==> config.mk <==
export PLATFORM = sky130hd
export DESIGN_NAME = lkrc_cell
export DESIGN_NICKNAME = d
export VERILOG_FILES = /design/src/rtl/lkrc_pkg.sv /design/src/rtl/lkrc_cell.sv
export SDC_FILE = /design/constraint.sdc
export NUM_CORES = 1
export LEC_CHECK = 0
export BUFFER_PORTS_ARGS = -buffer_cell sky130_fd_sc_hd__buf_4
export CAP_MARGIN = 30
export CORE_AREA = 2 2 251 253
export DETAILED_ROUTE_END_ITERATION = 16
export DIE_AREA = 0 0 253 255
export SYNTH_ARGS = -nofsm -noshare
export SYNTH_HDL_FRONTEND = slang
export SYNTH_SLANG_ARGS = --single-unit
==> constraint.sdc <==
create_clock -name i_clk -period 13.6 [get_ports i_clk]
set_input_delay 1.36 -clock i_clk [delete_from_list [all_inputs] [get_ports i_clk]]
set_output_delay 1.36 -clock i_clk [all_outputs]
set_load 0.02 [all_outputs]
==> src/rtl/lkrc_pkg.sv <==
// ----------------------------------------------------------------------------
// LRU keyed result cache package
// Beat types, entry type, cell control and opcode constants shared by the
// cache cells and the top level.
// ----------------------------------------------------------------------------
`timescale 1ns / 1ps

package lkrc_pkg;

    localparam int KEY_BITS     = 64;
    localparam int PAYLOAD_BITS = 32;
    localparam int REASON_BITS  = 8;
    localparam int COUNT_BITS   = 32;
    localparam int CAP_BITS     = 5;

    localparam logic [CAP_BITS-1:0] CAP_RESET = 5'd16;

    localparam logic [2:0] OP_FIND          = 3'd0;
    localparam logic [2:0] OP_PEEK          = 3'd1;
    localparam logic [2:0] OP_STORE         = 3'd2;
    localparam logic [2:0] OP_STORE_FAILURE = 3'd3;
    localparam logic [2:0] OP_FORGET        = 3'd4;
    localparam logic [2:0] OP_CLEAR         = 3'd5;

    // What every cell does in a given cycle.
    typedef enum logic [2:0] {
        ACT_HOLD,
        ACT_CMP,
        ACT_FRONT,
        ACT_REMOVE,
        ACT_CLEAR
    } t_act;

    typedef struct packed {
        t_act act;
        logic evict;
    } t_cell_ctl;

    typedef struct packed {
        logic [KEY_BITS-1:0]     key_high;
        logic [KEY_BITS-1:0]     key_low;
        logic [PAYLOAD_BITS-1:0] payload;
        logic                    failed;
        logic [REASON_BITS-1:0]  reason;
    } t_entry;

    typedef struct packed {
        logic [2:0]              opcode;
        logic [KEY_BITS-1:0]     key_high;
        logic [KEY_BITS-1:0]     key_low;
        logic [PAYLOAD_BITS-1:0] payload_in;
        logic [REASON_BITS-1:0]  reason_in;
    } t_req;

    typedef struct packed {
        logic                    present;
        logic                    entry_failed;
        logic [PAYLOAD_BITS-1:0] payload_out;
        logic [REASON_BITS-1:0]  reason_out;
        logic [COUNT_BITS-1:0]   hit_count;
        logic [COUNT_BITS-1:0]   miss_count;
        logic [COUNT_BITS-1:0]   failure_hit_count;
        logic [COUNT_BITS-1:0]   insertion_count;
        logic [COUNT_BITS-1:0]   eviction_count;
    } t_rsp;

endpackage

==> src/rtl/lkrc_cell.sv <==
// ----------------------------------------------------------------------------
// LRU keyed result cache cell
// Holds one entry of the recency chain. Compares its key, and takes the entry
// of its upper or lower neighbor when the chain shifts.
// ----------------------------------------------------------------------------
`timescale 1ns / 1ps

module lkrc_cell
    import lkrc_pkg::*;
#(
    parameter int IDX = 0,
    parameter int CW  = 5
) (
    input  logic                i_clk,
    input  logic                i_rst_n,
    input  t_cell_ctl           i_ctl,
    input  logic [KEY_BITS-1:0] i_cmp_key_high,
    input  logic [KEY_BITS-1:0] i_cmp_key_low,
    input  logic [CW-1:0]       i_cap,
    input  logic                i_prev_valid,
    input  t_entry              i_prev_entry,
    input  logic                i_next_valid,
    input  t_entry              i_next_entry,
    input  logic                i_hit_before,
    output logic                o_valid,
    output t_entry              o_entry,
    output logic                o_match,
    output logic                o_hit_after
);

    logic   r_valid;
    logic   r_match;
    t_entry r_entry;
    logic   n_valid;
    logic   n_match;
    t_entry n_entry;

    always_comb begin
        n_valid = r_valid;
        n_match = r_match;
        n_entry = r_entry;
        case (i_ctl.act)
            ACT_CMP: begin
                n_match = r_valid && (r_entry.key_high == i_cmp_key_high)
                          && (r_entry.key_low == i_cmp_key_low);
            end
            ACT_FRONT: begin
                // Cells up to and including the hit take their upper neighbor.
                if (!i_hit_before) begin
                    n_valid = i_prev_valid && (!i_ctl.evict || (CW'(IDX) < i_cap));
                    n_entry = i_prev_entry;
                end
            end
            ACT_REMOVE: begin
                if (i_hit_before || r_match) begin
                    n_valid = i_next_valid;
                    n_entry = i_next_entry;
                end
            end
            ACT_CLEAR: begin
                n_valid = 1'b0;
            end
            default: begin
            end
        endcase
    end

    always_ff @(posedge i_clk) begin
        if (!i_rst_n) begin
            r_valid <= 1'b0;
            r_match <= 1'b0;
        end else begin
            r_valid <= n_valid;
            r_match <= n_match;
        end
        r_entry <= n_entry;
    end

    assign o_valid     = r_valid;
    assign o_entry     = r_entry;
    assign o_match     = r_match;
    assign o_hit_after = i_hit_before | r_match;

endmodule

==> impl_metrics.tcl, run 1 <==
set metrics [dict create \
    final_worst_path_period_share_pct 24.6 \
    detail_route.drc_violations 0 \
    detailedPlacementHpwl_mm 38.5 \
    yosys.cell_types.count 37 \
    max-cap-violations 0 \
    post-cts-setup-buffers 0 \
    critPathCaptureType "register" \
    syn-mean-instance-area_um2 14.6 \
    final_layout_size_suffix_gt1_share_pct 68.0 \
    timing.critical_path.slowest_stage_cell "sky130_fd_sc_hd__buf_4" \
    clock_path_buffers 2 \
    overall_routing_resource_usage_pct 13.6 \
    leakage_uw 0.00641 \
    cts_hold_bufs 0 \
    mappedNetlistArea_um2 8750 \
    synth.yosys.warnings 0 \
    p_int_uw 1020 \
    timing.final.crit_period_ps 3340 \
    fp.coreArea_um2 62200 \
    cpPeakStageDelay_ps 790 \
    die-area_um2 64500 \
    finalCoreUtilization_pct 24.5 \
    number_of_failing_setup_endpoints_in_the_final_timing_report 0 \
    nets 1741 \
    finalNonFillerCells 2076 \
    post_cts_resized 0 \
    timing.max_slew.rel_slack_pct 37.6 \
    largest_net_degree_at_the_start_of_global_routing 65 \
    route.detailed.wl_per_inst_um 22.1 \
    timing.critical_path.arrival_ps 3450 \
    clk-insertion-delay-late_ps 490 \
    ctsRootBufferMaster "sky130_fd_sc_hd__clkbuf_16" \
    htree_levels 4 \
    critical-path-top-delay-family "buffers and inverters" \
    cts_tree "done" \
    achievable-frequency_mhz 299 \
    detail_route.iter0.violations 393 \
    detailroute.via_count 7919 \
    grt_first_pass_wirelength_mm 60.1 \
    tritoncts.num_buffers 17 \
    ys_seq_elements 171 \
    critical_path_peak_fanout 62 \
    antenna_violations_before_repair 8 \
    grt_remaining_overflow 0 \
    stdcell_area_um2 15200 \
    globalplace.congestion 0.913 \
    timing.critical_path.mode_cell "sky130_fd_sc_hd__buf_4" \
    placement.io_buffers 651 \
    timing.hold.ws_ps 572 \
    finalMaxSlewViolations 0 \
    seq_power_share_pct 45.1 \
    synthToLayoutAreaGrowth_pct 73.8 \
    power.switching_fraction_pct 28.3 \
    postSynth.asyncResetShare_pct 0 \
    first_global_vias 8318 \
    firstDrtPassIters 5 \
    top_level_ports 652 \
    routed_wl_mm 45.9 \
    cts.clk_slew.worst_paths_ps 70 \
    post_dp_cell_area_um2 14700 \
    layout.filler_cells 6624 \
    critical_path.cell_chain "buf_4 -> o21ai_0 -> and3_4 -> buf_4" \
    die_x_extent_um 253 \
    power.share.clock_pct 33.8 \
    finClkSkew_ps 13.0 \
    worstSetupStartpointType "primary input" \
    seqCellArea_um2 5110 \
    regToRegSetupSlack_ps 10800 \
    synth_flop_cell "sky130_fd_sc_hd__edfxtp_1" \
    die_h_um 255 \
    report.final.hold_viol_count 0 \
    viasPerCell 3.81 \
    critical_path_type "in2reg" \
    min_path_type "reg2reg" \
    powerDensity_nw_per_um2 93.5 \
    vdd.ir_drop.worst_mv 0.0992 \
    floorplan.rows 92 \
    post-place-cells 2041 \
    endpoint_required_time_on_the_critical_path_ps 13710 \
    initial_core_utilization_pct 14.1 \
    synthesized_netlist_net_count 1080 \
    rsz0062_at_grt "no" \
    area_of_the_multi_input_gates_um2 3430 \
    cp.depth 4 \
    yosysSeqAreaShare_pct 58.5 \
    max_slew.worst_pin.slew_ps 936 \
    synth-edff-count 169 \
    p_sw_uw 402 \
    final_common_cell "sky130_fd_sc_hd__buf_4" \
    combinationalPowerShare_pct 21.1 \
    netlist_instances 600 \
    mostFrequentLayoutCells "sky130_fd_sc_hd__buf_4, sky130_fd_sc_hd__mux2_2, sky130_fd_sc_hd__edfxtp_1, sky130_fd_sc_hd__xor2_1, sky130_fd_sc_hd__inv_1" \
    cts.sinks 171 \
    reg2regPathDepth 5 \
    run_status "finished, final reports clean" \
    setup-tns-final_ps 0 \
    drt.antenna.violating_nets 0 \
    hold-path-cell-count 2 \
    cp_num_buf_inv 2 \
]
[power by group through the flow]
stage	combinational [µW]	clock [µW]	sequential, µW
5_1_grt	317	519	644
3_5_place_dp	302	0	654
2_1_floorplan	79.4	0	675
3_3_place_gp	298	0	653
4_1_cts	303	504	642
6_report	300	480	641
[through the flow]
step           setup WS (ps)  power, µW
6_report               10260       1420
5_1_grt                10110       1480
4_1_cts                10270       1450
3_5_place_dp            9720        955
3_3_place_gp            9080        952
2_1_floorplan           7420        755
[Yosys cell counts (4+ instances only)]
cell type,count,share of area [%]
sky130_fd_sc_hd__mux2_2,169,22
sky130_fd_sc_hd__inv_1,47,2.0
sky130_fd_sc_hd__clkbuf_1,18,0.77
sky130_fd_sc_hd__o22ai_1,17,1.2
sky130_fd_sc_hd__nand2b_1,11,0.79
sky130_fd_sc_hd__a22o_1,6,0.60
sky130_fd_sc_hd__nand4_1,13,0.93
sky130_fd_sc_hd__xor2_1,55,5.5
sky130_fd_sc_hd__o2bb2ai_1,6,0.60
sky130_fd_sc_hd__xnor2_1,25,2.5
sky130_fd_sc_hd__edfxtp_1,169,58
sky130_fd_sc_hd__nor4_1,19,1.4
sky130_fd_sc_hd__nor2b_1,4,0.29
[kinds of logic after synthesis]
logic type | after synthesis | synth area share, %
xor gates and xnor gates | 80 | 8.01
buffers and inverters | 65 | 2.79
muxes | 169 | 21.8
DFF | 171 | 58.5
and+or+nand+nor | 65 | 4.66
AOI/OAI and AO/OA | 50 | 4.33
[path summary, 6_finish.rpt]
kind                   startpoint                    end
max reg2reg  o_match$_SDFFE_PN0N_  o_entry[27]$_DFFE_PP_
max                      i_ctl[1]  o_entry[27]$_DFFE_PP_
min reg2reg  o_valid$_SDFFE_PN0P_   o_valid$_SDFFE_PN0P_
min          o_valid$_SDFFE_PN0P_   o_valid$_SDFFE_PN0P_
[worst min-delay path, delay by kind of cell (launching register included)]
kind            cells  cell delay (ps)
flops               1              360
compound gates      1               70
simple gates        1              100
[registers in the layout, summed over array words and instances (netlist names)]
register  cells
o_entry     169
o_match       1
o_valid       1
[layout make-up]
type                            instances  share of cell area, %
Antenna cell                            3                 0.0494
Clock buffer                           17                   2.80
Clock inverter                         15                  0.749
Inverter                               47                   1.16
Multi-Input combinational cell        364                   22.5
Sequential cell                       171                   33.6
Tap cell                              799                   6.57
Timing Repair Buffer                  660                   32.5
[routing by layer]
| metal | vias to the layer above | share of wire [%] | global-route usage (%) |
|---|---|---|---|
| li1 | 3619 | - | - |
| met1 | 3827 | 41 | 16.3 |
| met2 | 422 | 50 | 22.9 |
| met3 | 51 | 6.4 | 3.49 |
| met4 | 0 | 3.0 | 6.22 |
| met5 | - | 0 | 0 |
(Power assumes the default switching activity.)
==> run 2, diff against run 1 <==
Settings changed: CORE_AREA 2 2 251 253 to 2 2 252 254, DIE_AREA 0 0 253 255 to 0 0 254 256.
Clock period 13.6 ns to 3.36 ns, I/O delays scaled along.
==> impl_metrics.tcl, run 2 (synthesized netlist as in run 1, its figures left out) <==
set metrics [dict create \
    initial_core_utilization_pct 14.0 \
    final_layout_size_suffix_gt1_share_pct 68.2 \
    run_status "finished, final reports clean" \
    max-cap-violations 0 \
    number_of_flip_flops_under_the_largest_register_name 169 \
    viasPerCell 3.69 \
    top_level_ports 652 \
    detailedPlacementHpwl_mm 38.5 \
    timing.final.crit_period_ps 2800 \
    critPathCaptureType "register" \
    drt.antenna.violating_nets 0 \
    leakage_uw 0.00652 \
    post-cts-setup-buffers 0 \
    tritoncts.num_buffers 17 \
    routed_wl_mm 45.0 \
    powerDensity_nw_per_um2 379 \
    finalMaxSlewViolations 0 \
    globalplace.congestion 0.936 \
    route.detailed.wl_per_inst_um 21.1 \
    overall_routing_resource_usage_pct 13.5 \
    firstDrtPassIters 6 \
    placement.io_buffers 651 \
    detail_route.iter0.violations 344 \
    finalCoreUtilization_pct 24.8 \
    die_h_um 256 \
    die_x_extent_um 254 \
    final_worst_path_period_share_pct 83.2 \
    cts_hold_bufs 0 \
    number_of_failing_setup_endpoints_in_the_final_timing_report 0 \
    finClkSkew_ps 11.2 \
    seq_power_share_pct 43.9 \
    critical_path_type "reg2reg" \
    cts.sinks 171 \
    ctsRootBufferMaster "sky130_fd_sc_hd__clkbuf_16" \
    vdd.ir_drop.worst_mv 0.393 \
    synthToLayoutAreaGrowth_pct 76.6 \
    htree_levels 4 \
    achievable-frequency_mhz 358 \
    die-area_um2 65000 \
    floorplan.rows 92 \
    antenna_violations_before_repair 6 \
    grt_first_pass_wirelength_mm 60.8 \
    detail_route.drc_violations 0 \
    cts.clk_slew.worst_paths_ps 80 \
    critical_path_peak_fanout 2 \
    max_slew.worst_pin.slew_ps 898 \
    timing.critical_path.arrival_ps 3210 \
    timing.max_slew.rel_slack_pct 40.2 \
    p_int_uw 4220 \
    endpoint_required_time_on_the_critical_path_ps 3770 \
    rsz0062_at_grt "no" \
    mostFrequentLayoutCells "sky130_fd_sc_hd__buf_4, sky130_fd_sc_hd__mux2_2, sky130_fd_sc_hd__edfxtp_1, sky130_fd_sc_hd__xor2_1, sky130_fd_sc_hd__inv_1" \
    fp.coreArea_um2 62400 \
    min_path_type "in2reg" \
    detailroute.via_count 7901 \
    grt_remaining_overflow 0 \
    layout.filler_cells 6661 \
    combinationalPowerShare_pct 21.3 \
    clk-insertion-delay-late_ps 480 \
    clock_path_buffers 2 \
    first_global_vias 8682 \
    finalNonFillerCells 2139 \
    worstSetupStartpointType "register" \
    p_sw_uw 1630 \
    largest_net_degree_at_the_start_of_global_routing 90 \
    power.switching_fraction_pct 27.8 \
    post-place-cells 2104 \
    power.share.clock_pct 34.7 \
    cts_tree "done" \
    report.final.hold_viol_count 0 \
    nets 1757 \
    post_cts_resized 0 \
    final_common_cell "sky130_fd_sc_hd__buf_4" \
]
[run 2: cell types whose count changed in the layout (fill, tap and decap cells not counted)]
cell,change
sky130_fd_sc_hd__buf_1,-1
sky130_fd_sc_hd__bufinv_16,+1
sky130_fd_sc_hd__clkinv_4,+2
sky130_fd_sc_hd__buf_4,+16
sky130_fd_sc_hd__buf_2,-2
sky130_fd_sc_hd__clkinv_2,-1
sky130_fd_sc_hd__clkinvlp_4,-2
sky130_fd_sc_hd__nor4_2,-2
sky130_fd_sc_hd__buf_12,+3
sky130_fd_sc_hd__inv_6,-3
sky130_fd_sc_hd__inv_8,+2
sky130_fd_sc_hd__nor4_1,+2
sky130_fd_sc_hd__clkbuf_1,+2
sky130_fd_sc_hd__clkinv_1,-1
[run 2: power groups by stage]
stage | registers (µW) | clock network, µW | logic [µW]
2_1_floorplan | 2720 | 0 | 322
3_3_place_gp | 2620 | 0 | 1250
3_5_place_dp | 2620 | 0 | 1260
4_1_cts | 2570 | 2120 | 1270
5_1_grt | 2580 | 2190 | 1330
6_report | 2570 | 2030 | 1250
[run 2: worst max-delay path, stage by stage, from the launching register on]
cell	delay (ps)
sky130_fd_sc_hd__edfxtp_1	450
sky130_fd_sc_hd__xor2_1	170
sky130_fd_sc_hd__nor4_1	590
sky130_fd_sc_hd__buf_4	220
sky130_fd_sc_hd__nand4_1	180
sky130_fd_sc_hd__nor4_1	600
sky130_fd_sc_hd__buf_2	270
sky130_fd_sc_hd__nand4_1	90
sky130_fd_sc_hd__o21ai_1	140
[run 2: path summary, 6_finish.rpt]
| kind | start | to | slack (ps) | cells after the start |
|---|---|---|---|---|
| worst max-delay path | o_entry[100]$_DFFE_PP_ | o_match$_SDFFE_PN0N_ | 560 | 8 |
| worst min-delay path | i_rst_n | o_valid$_SDFFE_PN0P_ | 140 | 2 |
| worst max register to register | o_entry[100]$_DFFE_PP_ | o_match$_SDFFE_PN0N_ | 560 | 8 |
| worst min register to register | o_valid$_SDFFE_PN0P_ | o_valid$_SDFFE_PN0P_ | 540 | 2 |
[run 2: stage by stage]
step / instance area, µm² / hold slack (ps) / setup TNS, ps / setup WS [ps] / total power (µW)
final: 15400 / 141 / 0 / 565 / 5850
after global placement: 14900 / 526 / -94.2 / -94.2 / 3870
after CTS: 15400 / 86.7 / 0 / 379 / 5960
after floorplan: 8750 / 490 / 0 / 815 / 3050
after detailed placement: 14900 / 516 / 0 / 420 / 3880
after global routing: 15400 / 101 / 0 / 399 / 6100
[run 2: final cells by class]
type,instances,area [µm²],share of cell area [%]
multi-input combinational,364,3410,22.1
clock buffer,19,433,2.80
clock inverter,13,134,0.867
sequential,171,5110,33.1
tap,846,1060,6.85
antenna,3,7.51,0.0486
timing repair buffer,676,5110,33.1
inverter,47,176,1.14
[run 2: metal layers]
layer  global-route usage, %  part of all wire [%]
met5                       0                 0.029
met4                    5.33                   2.6
met3                    3.27                   7.0
met2                    23.2                    49
met1                    16.0                    41
